`config.mk`:
```
export PLATFORM = sky130hd
export DESIGN_NAME = chip8_instruction_execute_unit
export DESIGN_NICKNAME = d
export VERILOG_FILES = /design/src/rtl/c8ex_pkg.sv /design/src/rtl/c8ex_alu.sv /design/src/rtl/chip8_instruction_execute_unit.sv
export VERILOG_INCLUDE_DIRS = /design/src /design/src/rtl
export SDC_FILE = /design/constraint.sdc
export NUM_CORES = 1
export LEC_CHECK = 0
export ABC_AREA = 0
export BUFFER_PORTS_ARGS = -buffer_cell sky130_fd_sc_hd__buf_2
export CORE_MARGIN = 2
export CORE_UTILIZATION = 55
export DETAILED_ROUTE_END_ITERATION = 10
export PLACE_DENSITY = 0.84
export SYNTH_ARGS = -nofsm -noshare
export SYNTH_HDL_FRONTEND = slang
export SYNTH_SLANG_ARGS = --single-unit
```
`constraint.sdc`:
```
create_clock -name clk -period 6.1 [get_ports clk]
set_input_delay 0.305 -clock clk [delete_from_list [all_inputs] [get_ports clk]]
set_output_delay 0.305 -clock clk [all_outputs]
set_load 0.005 [all_outputs]
```
`src/rtl/chip8_instruction_execute_unit_macros.svh`:
```
// ----------------------------------------------------------------------------
// CHIP-8 execute unit assertion macros
// Shared concurrent assertion forms, clocked on clk and disabled in reset.
// ----------------------------------------------------------------------------
`ifndef CHIP8_INSTRUCTION_EXECUTE_UNIT_MACROS_SVH
`define CHIP8_INSTRUCTION_EXECUTE_UNIT_MACROS_SVH

// The consequent holds in the same cycle as the antecedent.
`define C8EX_ASSERT_SAME(lbl, ante, cons, msg) \
  lbl: assert property (@(posedge clk) disable iff (!rst_n) (ante) |-> (cons)) \
    else $error(msg);

// The consequent holds in the cycle after the antecedent.
`define C8EX_ASSERT_NEXT(lbl, ante, cons, msg) \
  lbl: assert property (@(posedge clk) disable iff (!rst_n) (ante) |=> (cons)) \
    else $error(msg);

`endif

```
`src/rtl/c8ex_pkg.sv`:
```
// ----------------------------------------------------------------------------
// CHIP-8 execute unit package
// Opcode groups, action codes and the structs passed between the modules.
// ----------------------------------------------------------------------------
`timescale 1ns / 1ps

package c8ex_pkg;

  // Top nibble of the instruction word.
  localparam logic [3:0] OPC_SYS     = 4'h0;
  localparam logic [3:0] OPC_JUMP    = 4'h1;
  localparam logic [3:0] OPC_CALL    = 4'h2;
  localparam logic [3:0] OPC_SEQ_IMM = 4'h3;
  localparam logic [3:0] OPC_SNE_IMM = 4'h4;
  localparam logic [3:0] OPC_SEQ_REG = 4'h5;
  localparam logic [3:0] OPC_LD_IMM  = 4'h6;
  localparam logic [3:0] OPC_ADD_IMM = 4'h7;
  localparam logic [3:0] OPC_ALU     = 4'h8;
  localparam logic [3:0] OPC_SNE_REG = 4'h9;
  localparam logic [3:0] OPC_LD_IDX  = 4'hA;
  localparam logic [3:0] OPC_JUMP_V0 = 4'hB;
  localparam logic [3:0] OPC_RAND    = 4'hC;
  localparam logic [3:0] OPC_DRAW    = 4'hD;
  localparam logic [3:0] OPC_KEY     = 4'hE;
  localparam logic [3:0] OPC_MISC    = 4'hF;

  // Whole system words.
  localparam logic [15:0] INS_CLS = 16'h00E0;
  localparam logic [15:0] INS_RET = 16'h00EE;

  // Low nibble of the ALU group.
  localparam logic [3:0] ALU_MOV  = 4'h0;
  localparam logic [3:0] ALU_OR   = 4'h1;
  localparam logic [3:0] ALU_AND  = 4'h2;
  localparam logic [3:0] ALU_XOR  = 4'h3;
  localparam logic [3:0] ALU_ADD  = 4'h4;
  localparam logic [3:0] ALU_SUB  = 4'h5;
  localparam logic [3:0] ALU_SHR  = 4'h6;
  localparam logic [3:0] ALU_SUBN = 4'h7;
  localparam logic [3:0] ALU_SHL  = 4'hE;

  // Low byte of the key and miscellaneous groups.
  localparam logic [7:0] KEY_DOWN  = 8'h9E;
  localparam logic [7:0] KEY_UP    = 8'hA1;
  localparam logic [7:0] MISC_GDT  = 8'h07;
  localparam logic [7:0] MISC_WKEY = 8'h0A;
  localparam logic [7:0] MISC_SDT  = 8'h15;
  localparam logic [7:0] MISC_SST  = 8'h18;
  localparam logic [7:0] MISC_ADDI = 8'h1E;
  localparam logic [7:0] MISC_FONT = 8'h29;
  localparam logic [7:0] MISC_BCD  = 8'h33;
  localparam logic [7:0] MISC_SAVE = 8'h55;
  localparam logic [7:0] MISC_LOAD = 8'h65;

  // Action request codes.
  localparam logic [3:0] ACT_NONE     = 4'd0;
  localparam logic [3:0] ACT_CLEAR    = 4'd1;
  localparam logic [3:0] ACT_DRAW     = 4'd2;
  localparam logic [3:0] ACT_BCD      = 4'd3;
  localparam logic [3:0] ACT_SAVE     = 4'd4;
  localparam logic [3:0] ACT_LOAD     = 4'd5;
  localparam logic [3:0] ACT_WAITKEY  = 4'd6;
  localparam logic [3:0] ACT_SETDELAY = 4'd7;
  localparam logic [3:0] ACT_SETSOUND = 4'd8;

  // Item kinds.
  localparam logic OP_EXEC  = 1'b0;
  localparam logic OP_WRITE = 1'b1;

  // The flag register lives in flip-flops, not in the register memory.
  localparam logic [3:0] VF_ADDR = 4'hF;

  // Program counter after reset.
  localparam logic [15:0] START_ADDR_RESET = 16'h0200;

  // One input word.
  typedef struct packed {
    logic        op;
    logic [15:0] instruction;
    logic [15:0] key_mask;
    logic [7:0]  delay_value;
    logic [7:0]  random_byte;
    logic [3:0]  wb_index;
    logic [7:0]  wb_value;
  } item_t;

  // Everything one item changes or reports.
  typedef struct packed {
    logic [15:0] next_pc;
    logic [15:0] index;
    logic [3:0]  act;
    logic [3:0]  areg;
    logic [7:0]  aval;
    logic [7:0]  avaly;
    logic [3:0]  rows;
    logic        reg_we;
    logic [3:0]  reg_addr;
    logic [7:0]  reg_data;
    logic        flag_we;
    logic        flag_data;
    logic        push;
    logic        pop;
    logic [15:0] ret_addr;
  } exec_res_t;

endpackage

```
`src/rtl/c8ex_alu.sv`:
```
// ----------------------------------------------------------------------------
// CHIP-8 execute logic
// Decodes one item and computes the new program counter, index, register
// write, flag write, stack operation and action request.
// ----------------------------------------------------------------------------
`timescale 1ns / 1ps

module c8ex_alu #(
  parameter int FONT_BASE = 4016
) (
  input  c8ex_pkg::item_t     item,
  input  logic [15:0]         pc,
  input  logic [15:0]         index,
  input  logic [7:0]          va,       // VX, or V0 for the offset jump
  input  logic [7:0]          vb,       // VY
  input  logic [15:0]         ret_data, // return stack entry above the pointer
  output c8ex_pkg::exec_res_t res
);
  import c8ex_pkg::*;

  logic [15:0] ins;
  logic [3:0]  x;
  logic [3:0]  n;
  logic [7:0]  kk;
  logic [15:0] nnn;
  logic [15:0] pc2;
  logic        skip;
  logic        key_hit;
  logic [8:0]  sum9;

  assign ins  = item.instruction;
  assign x    = ins[11:8];
  assign n    = ins[3:0];
  assign kk   = ins[7:0];
  assign nnn  = {4'd0, ins[11:0]};
  assign pc2  = pc + 16'd2;
  assign sum9 = {1'b0, va} + {1'b0, vb};

  // Keys above fifteen count as released.
  assign key_hit = (va[7:4] == 4'd0) && item.key_mask[va[3:0]];

  always_comb begin
    res          = '0;
    skip         = 1'b0;
    res.next_pc  = pc2;
    res.index    = index;
    res.reg_addr = x;
    res.ret_addr = pc2;
    if (item.op == OP_WRITE) begin
      res.next_pc  = pc;
      res.reg_we   = 1'b1;
      res.reg_addr = item.wb_index;
      res.reg_data = item.wb_value;
    end else begin
      unique case (ins[15:12])
        OPC_SYS: begin
          if (ins == INS_CLS) begin
            res.act = ACT_CLEAR;
          end else if (ins == INS_RET) begin
            res.pop     = 1'b1;
            res.next_pc = ret_data;
          end
        end
        OPC_JUMP: res.next_pc = nnn;
        OPC_CALL: begin
          res.push    = 1'b1;
          res.next_pc = nnn;
        end
        OPC_SEQ_IMM: skip = (va == kk);
        OPC_SNE_IMM: skip = (va != kk);
        OPC_SEQ_REG: skip = (va == vb);
        OPC_LD_IMM: begin
          res.reg_we   = 1'b1;
          res.reg_data = kk;
        end
        OPC_ADD_IMM: begin
          res.reg_we   = 1'b1;
          res.reg_data = va + kk;
        end
        OPC_ALU: begin
          res.reg_we = 1'b1;
          unique case (n)
            ALU_MOV: res.reg_data = vb;
            ALU_OR:  res.reg_data = va | vb;
            ALU_AND: res.reg_data = va & vb;
            ALU_XOR: res.reg_data = va ^ vb;
            ALU_ADD: begin
              res.reg_data  = sum9[7:0];
              res.flag_we   = 1'b1;
              res.flag_data = sum9[8];
            end
            ALU_SUB: begin
              res.reg_data  = va - vb;
              res.flag_we   = 1'b1;
              res.flag_data = (va >= vb);
            end
            ALU_SHR: begin
              res.reg_data  = {1'b0, va[7:1]};
              res.flag_we   = 1'b1;
              res.flag_data = va[0];
            end
            ALU_SUBN: begin
              res.reg_data  = vb - va;
              res.flag_we   = 1'b1;
              res.flag_data = (vb >= va);
            end
            ALU_SHL: begin
              res.reg_data  = {va[6:0], 1'b0};
              res.flag_we   = 1'b1;
              res.flag_data = va[7];
            end
            default: res.reg_we = 1'b0;
          endcase
        end
        OPC_SNE_REG: skip = (va != vb);
        OPC_LD_IDX:  res.index = nnn;
        OPC_JUMP_V0: res.next_pc = nnn + {8'd0, va};
        OPC_RAND: begin
          res.reg_we   = 1'b1;
          res.reg_data = item.random_byte & kk;
        end
        OPC_DRAW: begin
          res.act   = ACT_DRAW;
          res.aval  = va;
          res.avaly = vb;
          res.rows  = n;
        end
        OPC_KEY: begin
          if (kk == KEY_DOWN) begin
            skip = key_hit;
          end else if (kk == KEY_UP) begin
            skip = !key_hit;
          end
        end
        OPC_MISC: begin
          unique case (kk)
            MISC_GDT: begin
              res.reg_we   = 1'b1;
              res.reg_data = item.delay_value;
            end
            MISC_WKEY: begin
              res.act  = ACT_WAITKEY;
              res.areg = x;
            end
            MISC_SDT: begin
              res.act  = ACT_SETDELAY;
              res.aval = va;
            end
            MISC_SST: begin
              res.act  = ACT_SETSOUND;
              res.aval = va;
            end
            MISC_ADDI: res.index = index + {8'd0, va};
            MISC_FONT: res.index = 16'(FONT_BASE) + {6'd0, va, 2'b00} + {8'd0, va};
            MISC_BCD: begin
              res.act  = ACT_BCD;
              res.aval = va;
            end
            MISC_SAVE: begin
              res.act  = ACT_SAVE;
              res.areg = x;
            end
            MISC_LOAD: begin
              res.act  = ACT_LOAD;
              res.areg = x;
            end
            default: ;
          endcase
        end
      endcase
      if (skip) begin
        res.next_pc = pc2 + 16'd2;
      end
    end
  end

endmodule

```
`src/rtl/chip8_instruction_execute_unit.sv`:
```
// Path: an accepted word is registered into the execute stage; its result
// word is registered into the output register when that word moves on.
// Throughput: one word per cycle when the output is free; the register and
// stack memories read at acceptance, write back as the word moves to output.
// Reset: synchronous, active low; PC = 0x0200, index, VF and valid bits
// clear, stack pointer to the top entry. No clearing pass; ready at once.
// ----------------------------------------------------------------------------
// CHIP-8 instruction execute unit
// Two-stage pipeline around a register memory and a return stack memory,
// with forwarding from the committing word into the next one.
// ----------------------------------------------------------------------------
`timescale 1ns / 1ps

module chip8_instruction_execute_unit #(
  parameter int FONT_BASE   = 4016,
  parameter int STACK_DEPTH = 16
) (
  input  logic        clk,
  input  logic        rst_n,
  // Configuration: start address.
  input  logic        cfg_valid,
  output logic        cfg_ready,
  input  logic [15:0] cfg_data,
  // Input words.
  input  logic        in_tvalid,
  output logic        in_tready,
  // instruction, key_mask, delay_value, random_byte, wb_index, wb_value, pad
  input  logic [63:0] in_tdata,
  input  logic        in_tuser,   // op
  // Result words.
  output logic        out_tvalid,
  input  logic        out_tready,
  // next_pc, action_reg, action_value, action_value_y, sprite_rows, index_value
  output logic [55:0] out_tdata,
  output logic [3:0]  out_tuser   // action
);
  import c8ex_pkg::*;

  localparam int SP_W = $clog2(STACK_DEPTH);
  localparam logic [SP_W-1:0] SP_ONE = SP_W'(1);

  // Memories.
  logic [7:0]  reg_mem [16];
  logic [15:0] stk_mem [STACK_DEPTH];

  // Architectural flip-flops.
  logic [15:0]     start_addr_r;
  logic [15:0]     pc_r;
  logic [15:0]     index_r;
  logic [7:0]      vf_r;
  logic [SP_W-1:0] sp_r;
  logic [15:0]     valid_r;

  // Execute stage.
  logic        s1_valid_r;
  item_t       s1_item_r;
  logic [3:0]  ra_r;
  logic [3:0]  rb_r;
  logic [7:0]  rd_a_r;
  logic [7:0]  rd_b_r;
  logic        fw_a_hit_r;
  logic        fw_b_hit_r;
  logic [7:0]  fw_data_r;
  logic [15:0] stk_rd_r;
  logic        stk_hit_r;
  logic [15:0] stk_fw_r;

  // Output register.
  logic        out_valid_r;
  logic [15:0] out_pc_r;
  logic [3:0]  out_act_r;
  logic [3:0]  out_areg_r;
  logic [7:0]  out_aval_r;
  logic [7:0]  out_avaly_r;
  logic [3:0]  out_rows_r;
  logic [15:0] out_index_r;

  item_t           in_item;
  logic            in_acc;
  logic            adv;
  logic [3:0]      ra;
  logic [3:0]      rb;
  logic [7:0]      va;
  logic [7:0]      vb;
  logic [15:0]     ret_data;
  exec_res_t       res;
  logic            mem_we;
  logic            stk_we;
  logic [SP_W-1:0] sp_nxt;
  logic [SP_W-1:0] sp_eff;
  logic [SP_W-1:0] stk_raddr;

  // Unpack the input word.
  assign in_item.op          = in_tuser;
  assign in_item.instruction = in_tdata[15:0];
  assign in_item.key_mask    = in_tdata[31:16];
  assign in_item.delay_value = in_tdata[39:32];
  assign in_item.random_byte = in_tdata[47:40];
  assign in_item.wb_index    = in_tdata[51:48];
  assign in_item.wb_value    = in_tdata[59:52];

  // Handshakes: the executing word moves on whenever the output is free.
  assign adv       = s1_valid_r && (!out_valid_r || out_tready);
  assign in_tready = !s1_valid_r || adv;
  assign in_acc    = in_tvalid && in_tready;
  assign cfg_ready = 1'b1;

  // The offset jump reads V0 through the X port.
  assign ra = (in_item.instruction[15:12] == OPC_JUMP_V0) ? 4'd0
                                                          : in_item.instruction[11:8];
  assign rb = in_item.instruction[7:4];

  // Operands: VF from flops, else forwarded write, else memory or reset zero.
  always_comb begin
    if (ra_r == VF_ADDR) begin
      va = vf_r;
    end else if (fw_a_hit_r) begin
      va = fw_data_r;
    end else begin
      va = valid_r[ra_r] ? rd_a_r : 8'd0;
    end
    if (rb_r == VF_ADDR) begin
      vb = vf_r;
    end else if (fw_b_hit_r) begin
      vb = fw_data_r;
    end else begin
      vb = valid_r[rb_r] ? rd_b_r : 8'd0;
    end
  end

  assign ret_data = stk_hit_r ? stk_fw_r : stk_rd_r;

  c8ex_alu #(
    .FONT_BASE(FONT_BASE)
  ) u_alu (
    .item     (s1_item_r),
    .pc       (pc_r),
    .index    (index_r),
    .va       (va),
    .vb       (vb),
    .ret_data (ret_data),
    .res      (res)
  );

  // Write enables and the stack pointer seen by the next word.
  assign mem_we = adv && res.reg_we && (res.reg_addr != VF_ADDR);
  assign stk_we = adv && res.push;

  always_comb begin
    priority if (res.push) begin
      sp_nxt = sp_r - SP_ONE;
    end else if (res.pop) begin
      sp_nxt = sp_r + SP_ONE;
    end else begin
      sp_nxt = sp_r;
    end
  end

  assign sp_eff    = adv ? sp_nxt : sp_r;
  assign stk_raddr = sp_eff + SP_ONE;

  // Register memory.
  always_ff @(posedge clk) begin
    if (mem_we) begin
      reg_mem[res.reg_addr] <= res.reg_data;
    end
    if (in_acc) begin
      rd_a_r <= reg_mem[ra];
      rd_b_r <= reg_mem[rb];
    end
  end

  // Return stack memory.
  always_ff @(posedge clk) begin
    if (stk_we) begin
      stk_mem[sp_r] <= res.ret_addr;
    end
    if (in_acc) begin
      stk_rd_r <= stk_mem[stk_raddr];
    end
  end

  // Execute stage payload and forwarding from the write at acceptance.
  always_ff @(posedge clk) begin
    if (in_acc) begin
      s1_item_r  <= in_item;
      ra_r       <= ra;
      rb_r       <= rb;
      fw_a_hit_r <= mem_we && (res.reg_addr == ra);
      fw_b_hit_r <= mem_we && (res.reg_addr == rb);
      fw_data_r  <= res.reg_data;
      stk_hit_r  <= stk_we && (sp_r == stk_raddr);
      stk_fw_r   <= res.ret_addr;
    end
  end

  // Control state and architectural registers.
  always_ff @(posedge clk) begin
    if (!rst_n) begin
      start_addr_r <= START_ADDR_RESET;
      pc_r         <= START_ADDR_RESET;
      index_r      <= 16'd0;
      vf_r         <= 8'd0;
      sp_r         <= SP_W'(STACK_DEPTH - 1);
      valid_r      <= 16'd0;
      s1_valid_r   <= 1'b0;
      out_valid_r  <= 1'b0;
    end else begin
      if (cfg_valid && cfg_ready) begin
        start_addr_r <= cfg_data;
      end
      if (in_acc) begin
        s1_valid_r <= 1'b1;
      end else if (adv) begin
        s1_valid_r <= 1'b0;
      end
      if (adv) begin
        out_valid_r <= 1'b1;
      end else if (out_tready) begin
        out_valid_r <= 1'b0;
      end
      if (adv) begin
        pc_r    <= res.next_pc;
        index_r <= res.index;
        sp_r    <= sp_nxt;
        // The flag lands after the result, so it wins when X is VF.
        if (res.flag_we) begin
          vf_r <= {7'd0, res.flag_data};
        end else if (res.reg_we && (res.reg_addr == VF_ADDR)) begin
          vf_r <= res.reg_data;
        end
      end
      if (mem_we) begin
        valid_r[res.reg_addr] <= 1'b1;
      end
    end
  end

  // Output payload.
  always_ff @(posedge clk) begin
    if (adv) begin
      out_pc_r    <= res.next_pc;
      out_act_r   <= res.act;
      out_areg_r  <= res.areg;
      out_aval_r  <= res.aval;
      out_avaly_r <= res.avaly;
      out_rows_r  <= res.rows;
      out_index_r <= res.index;
    end
  end

  assign out_tvalid = out_valid_r;
  assign out_tuser  = out_act_r;
  assign out_tdata  = {out_index_r, out_rows_r, out_avaly_r, out_aval_r,
                       out_areg_r, out_pc_r};

  // Checks on the pipeline and the stack.
`include "chip8_instruction_execute_unit_macros.svh"
  `C8EX_ASSERT_NEXT(a_adv_fills_out, adv, out_valid_r, "commit left output empty")
  `C8EX_ASSERT_SAME(a_push_pop_excl, s1_valid_r, !(res.push && res.pop), "push and pop")
  `C8EX_ASSERT_SAME(a_no_mem_vf, mem_we, res.reg_addr != VF_ADDR, "VF written to memory")
  `C8EX_ASSERT_NEXT(a_push_dec, adv && res.push, sp_r == SP_W'($past(sp_r) - SP_ONE), "push sp")

endmodule

```
[Yosys cells after proc, flatten, opt, wreduce, memory -nomap -nowiden]
Memories as Yosys holds them, arrays and structs flattened. A register that Yosys moved wholly into a read port is not among the register bits.
Index checks and enable logic that the tools add are counted.
Storage, ports and cells
  flip-flop bits (word level): 218
  RAM bits: 384
  bits of input ports: 86
  output and inout bits: 63
  memories: 2
Memories
  stk_mem: words 16, bits a word 16, read ports 1, clocked after Yosys merged registers in 1, write ports 1, line chip8_instruction_execute_unit.sv:44  | logic [15:0] stk_mem [STACK_DEPTH];
  reg_mem: words 16, bits a word 8, read ports 2, clocked after Yosys merged registers in 2, write ports 1, line chip8_instruction_execute_unit.sv:43  | logic [7:0] reg_mem [16];
Operators by class
  $add $sub $neg: 13
  $lt $le $gt $ge: 7
  equality and inequality tests: 48
  multiplexer cells: 65
  bitwise logic cells: 8
  reduce and logical (&&, ||, !) cells: 30
Operators by type and width (count)
  $mux 8: 11
  $mux 16: 5
  $pmux 8 s9: 1
  $pmux 16 s2: 2
  $eq 4x4->1 const B: 13
  $pmux 16 s3: 1
  $mux 44: 1
  $pmux 8 s5: 1
  $add 16x2->16 const B: 2
  $add 16x8->16: 2
  $eq 16x8->1 const B: 2
  $eq 4x3->1 const B: 8
  $mux 4: 8
  $eq 8x5->1 const B: 3
  $pmux 4 s6: 1
  $mux 1: 23
  $lt 4x5->1 const B: 4
  $and 8x8->8: 2
  $eq 4x2->1 const B: 4
  $eq 8x6->1 const B: 2
  $eq 8x7->1 const B: 2
  $eq 8x8->1: 2
  $eq 8x8->1 const B: 2
  $ge 8x8->1: 2
  other kinds (36): 67

[Longest topological paths before layout]
  word-level depth: 15
  depth in mapped cells: 22
  depth with buffers taken out: 21

[Hierarchy]
A second synthesis with hierarchy kept.
Unflattened totals
  cells, all modules: 2271
  area, all modules: 30335.3 um^2
By module, submodules not included
  chip8_instruction_execute_unit: instances 1, cells each 1405, area an instance 24651.1 um^2
  c8ex_alu: instances 1, cells each 866, area an instance 5684.2 um^2

[Least setup slack after synthesis]
OpenSTA, ideal clock, no wires.
  path type: reg2reg
  start: reg s1_item_r[48] (netlist name)
  end: reg vf_r[6]
  setup time: 69 ps
  data arrival time: 4871 ps
  data required time: 6031 ps
  setup slack: 1161 ps
  stages on the path, launching flop included: 21
  buffers on the path: 1
  period minus slack after synthesis: 4939 ps
  cell sequence: edfxtp_1 > buf_6 > mux4_2 > mux4_2 > nand2_1 > o211ai_1 > o21ai_0 > inv_1 > fa_1 > nand2_1 > nand2_1 > a21oi_1 > o21ai_0 > a21o_1 > o221ai_1 > a222oi_1 > o221ai_1 > a21oi_1 > o21ai_0 > a22oi_1 > nor2_1
RTL lines
  from (decl): line chip8_instruction_execute_unit.sv:56  | item_t s1_item_r;
  from (signal assigned): line chip8_instruction_execute_unit.sv:186  | s1_item_r <= in_item;
  to (signal assigned): line chip8_instruction_execute_unit.sv:228  | vf_r <= {7'd0, res.flag_data};
  to (signal assigned): line chip8_instruction_execute_unit.sv:230  | vf_r <= res.reg_data;
  to (decl): line chip8_instruction_execute_unit.sv:50  | logic [7:0] vf_r;

==> flow_summary_export.csv <==
group,metric,value,unit
finish,multi_input_area,11490,um^2
critical_path,startpoint_type,"flip-flop",
synthesis,synthesis.area,30660,um^2
timing,finalCritPeriodShare,0.9252,
finish,diodes,0,
timing,slew_headroom,0.1169,
timing,rsz0062_at_grt,"no",
clock_tree,h-tree-depth,2,
timing,fin_skew,0.03750,ns
critical_path,path_max_fanout,17,
place,dp_hpwl,55910,um
route,drc_errors,0,
route,top_layer,"met5",
clock_tree,root_buffer,"clkbuf_16",
synthesis,synth.distinct_cells,100,
floorplanning,top_level_ports,149,
clock_tree,clk_pin_slew,0.06,ns
timing,final-hold-violation-count,0,
route,wl_met2,41030,um
finish,register_area,18300,um^2
timing,hold_slack,0.05024,ns
synthesis,synth_seq_cells,630,
floorplanning,start_util,0.5564,
floorplanning,placementRows,86,
global_route,grt_pass1_vias,21642,
synthesis,avgSynthCellArea,13.07,um^2
hold_path,min_from,"out_tready",
outcome,status,"completed",
hold_path,hold_end,"out_tvalid",
global_route,antenna_found_initial,1,
finish,layout_commonest_cell,"edfxtp_1",
timing,tightest_slew,1.320,ns
synthesis,yosys_warnings,0,
synthesis,synth_edf_count,568,
finish,fill_cells,3878,
place,io_buffer_count,126,
floorplanning,die_area,57640,um^2
place,postPlaceCellArea,32450,um^2
critical_path,r2r_cells,18,
global_route,track_usage,0.3032,
critical_path,r2r_start,"s1_item_r[48]",
finish,area_delta_synth_final,14.21,%
finish,layout_common_cells,"568 x edfxtp_1, 220 x nor2_1, 170 x nand2_1",
clock_tree,post_cts_resized,0,
clock_tree,cts_setup_buffers,0,
synthesis,synthFlopType,"edfxtp_1",
route,wl,87670,um
route,route.detailed.wl_per_inst,26.10,um
clock_tree,cts_buffers,61,
route,ant_nets,0,
route,vias,22050,
route,wl_met1,32910,um
power,leakagePower,0.01249,uW
hold_path,worst_hold_path_type,"in -> reg",
run,cap_violations,0,
hold_path,hold_depth,4,
timing,tns,0,ns
critical_path,required,6.39,ns
route,viasPerCell,6.564,
clock_tree,cts_tree,"yes",
route,met3_length,10250,um
finish,drive_gt1_frac,0.1976,
clock_tree,clock_latency,0.64,ns
synthesis,synthCells,2346,
clock_tree,clock-sinks,630,
timing,setup_viol,0,
timing,fmax,177.2,MHz
global_route,overflow,0,
timing,slew_violations,0,
synthesis,ys_async_sr_fraction,0,
critical_path,r2r-end,"reg_mem[8][5]",
synthesis,ys_seq_area_frac,0.5969,
floorplanning,dieHeight,240.1,um
route,drtIter0Drc,2960,
finish,design_area,35010,um^2
place,gp_congestion,0.9476,
global_route,grt_first_pass_wirelength,130600,um
critical_path,rrSetupSlack,0.46,ns
route,drt_pre_antenna_iters,8,
floorplanning,core_area,55090,um^2
floorplanning,die_w,240.1,um
timing,period_needed,5.644,ns
global_route,grt_max_degree,80,
clock_tree,hold_buffers,55,
finish,nNetsFinal,2714,
critical_path,end_kind,"flip-flop",
power,peakVddDrop,0.2359,mV
critical_path,worstSetupPathType,"reg -> reg",
power,finalPower,9562,uW
power,powerDensity,273.1,nW/um^2
critical_path,worstPathArrival,5.93,ns
clock_tree,cts_buffer_depth,3,
[critical path: stages (launching register included)]
cell and delay [ns]:
edfxtp_1 0.50, mux4_2 0.56, mux4_2 0.61, nand2_1 0.12, o211ai_1 0.08, o21ai_0 0.11, buf_4 0.22, ha_1 0.29
nor2b_1 0.15, o21ai_0 0.21, a21oi_1 0.11, o21ai_0 0.34, a21oi_1 0.13, a211o_1 0.28, a211oi_1 0.38, a21oi_1 0.11
o21ai_0 0.34, o211ai_1 0.25, a22o_1 0.49
[cell usage after synthesis, types with 11 or more instances]
library cell | number | area, um^2
xor2_1 | 19 | 166.4
nor2_1 | 220 | 825.8
mux2_2 | 39 | 439.2
inv_1 | 82 | 307.8
o22ai_1 | 12 | 75.07
edfxtp_1 | 568 | 17060
xnor2_1 | 40 | 350.3
a22oi_1 | 22 | 165.2
mux4_2 | 109 | 2455
o211ai_1 | 14 | 105.1
a31oi_1 | 27 | 168.9
nand4_1 | 16 | 100.1
a221oi_1 | 22 | 192.7
a211oi_1 | 33 | 247.7
nand2_1 | 170 | 638.1
buf_2 | 11 | 55.05
o31ai_1 | 12 | 90.09
nor3_1 | 38 | 190.2
o21ai_0 | 114 | 570.6
nand3_1 | 45 | 225.2
mux2i_1 | 70 | 700.7
a21oi_1 | 140 | 700.7
a21o_1 | 17 | 127.6
nand2b_1 | 22 | 137.6
o221ai_1 | 12 | 105.1
and2_1 | 11 | 68.82
buf_1 | 15 | 56.30
clkbuf_1 | 88 | 330.3
nor2b_1 | 41 | 256.5
ha_1 | 64 | 800.8
dfxtp_1 | 62 | 1241
[layer usage]
| layer | vias to the layer above | GRT usage |
|---|---|---|
| met3 | 275 | 0.06762 |
| met4 | 2 | 0.1190 |
| met5 | - | 0 |
| met2 | 1613 | 0.4816 |
| li1 | 9415 | - |
| met1 | 10745 | 0.4094 |
[state kept, by name, indices dropped and copies added (netlist names), 16 cells and up]
name,flops
out_index_r,16
index_r,16
stk_rd_r,16
valid_r,16
reg_mem,128
s1_item_r,61
pc_r,16
stk_mem,256
out_pc_r,16
stk_fw_r,16
[logic make-up (layout without fill, tap and decap cells)]
logic type	Yosys count	after routing	synth area share
compound gates	526	526	0.1135
mux	220	220	0.1184
fa+ha+maj	70	70	0.03004
xor+xnor	60	60	0.01739
flops	630	630	0.5969
simple gates	615	615	0.09200
other cells	2	9	0.0002450
buf+inv	223	481	0.03147
[worst max path at each step]
stage | cells past startpoint | end | slack (ns) | startpoint
after floorplan | 20 | vf_r[6] | 1.16 | s1_item_r[48]
after global placement | 20 | vf_r[4] | 0.59 | s1_item_r[48]
after detailed placement | 20 | vf_r[4] | 0.41 | s1_item_r[48]
after CTS | 20 | vf_r[4] | 0.40 | s1_item_r[48]
after global routing | 18 | reg_mem[8][5] | 0.13 | s1_item_r[48]
final | 18 | reg_mem[8][5] | 0.46 | s1_item_r[48]
[through the flow]
stage / std cells / worst slack [ns] / utilization
2_1_floorplan: 2353 / 1.161 / -
4_1_cts: 3359 / 0.3992 / 0.6354
5_1_grt: 3359 / 0.1311 / 0.6355
3_5_place_dp: 3188 / 0.4115 / 0.5889
6_report: 3359 / 0.4561 / 0.6355
3_3_place_gp: 3188 / 0.5910 / 0.5889
[report_power, final]
group | leakage [uW] | switching [uW] | internal (uW)
clock | 0.000976 | 1650 | 2140
sequential | 0.00594 | 73.0 | 4800
combinational | 0.00557 | 566 | 329
[layout make-up]
class	count	area share
clock buffers	77	0.04710
flip-flops and latches	630	0.5226
repair buffers	276	0.05553
inverters	89	0.009613
multi-input cells	1500	0.3281
clock inverters	39	0.01036
well taps	748	0.02673
(Power assumes the default switching activity.)
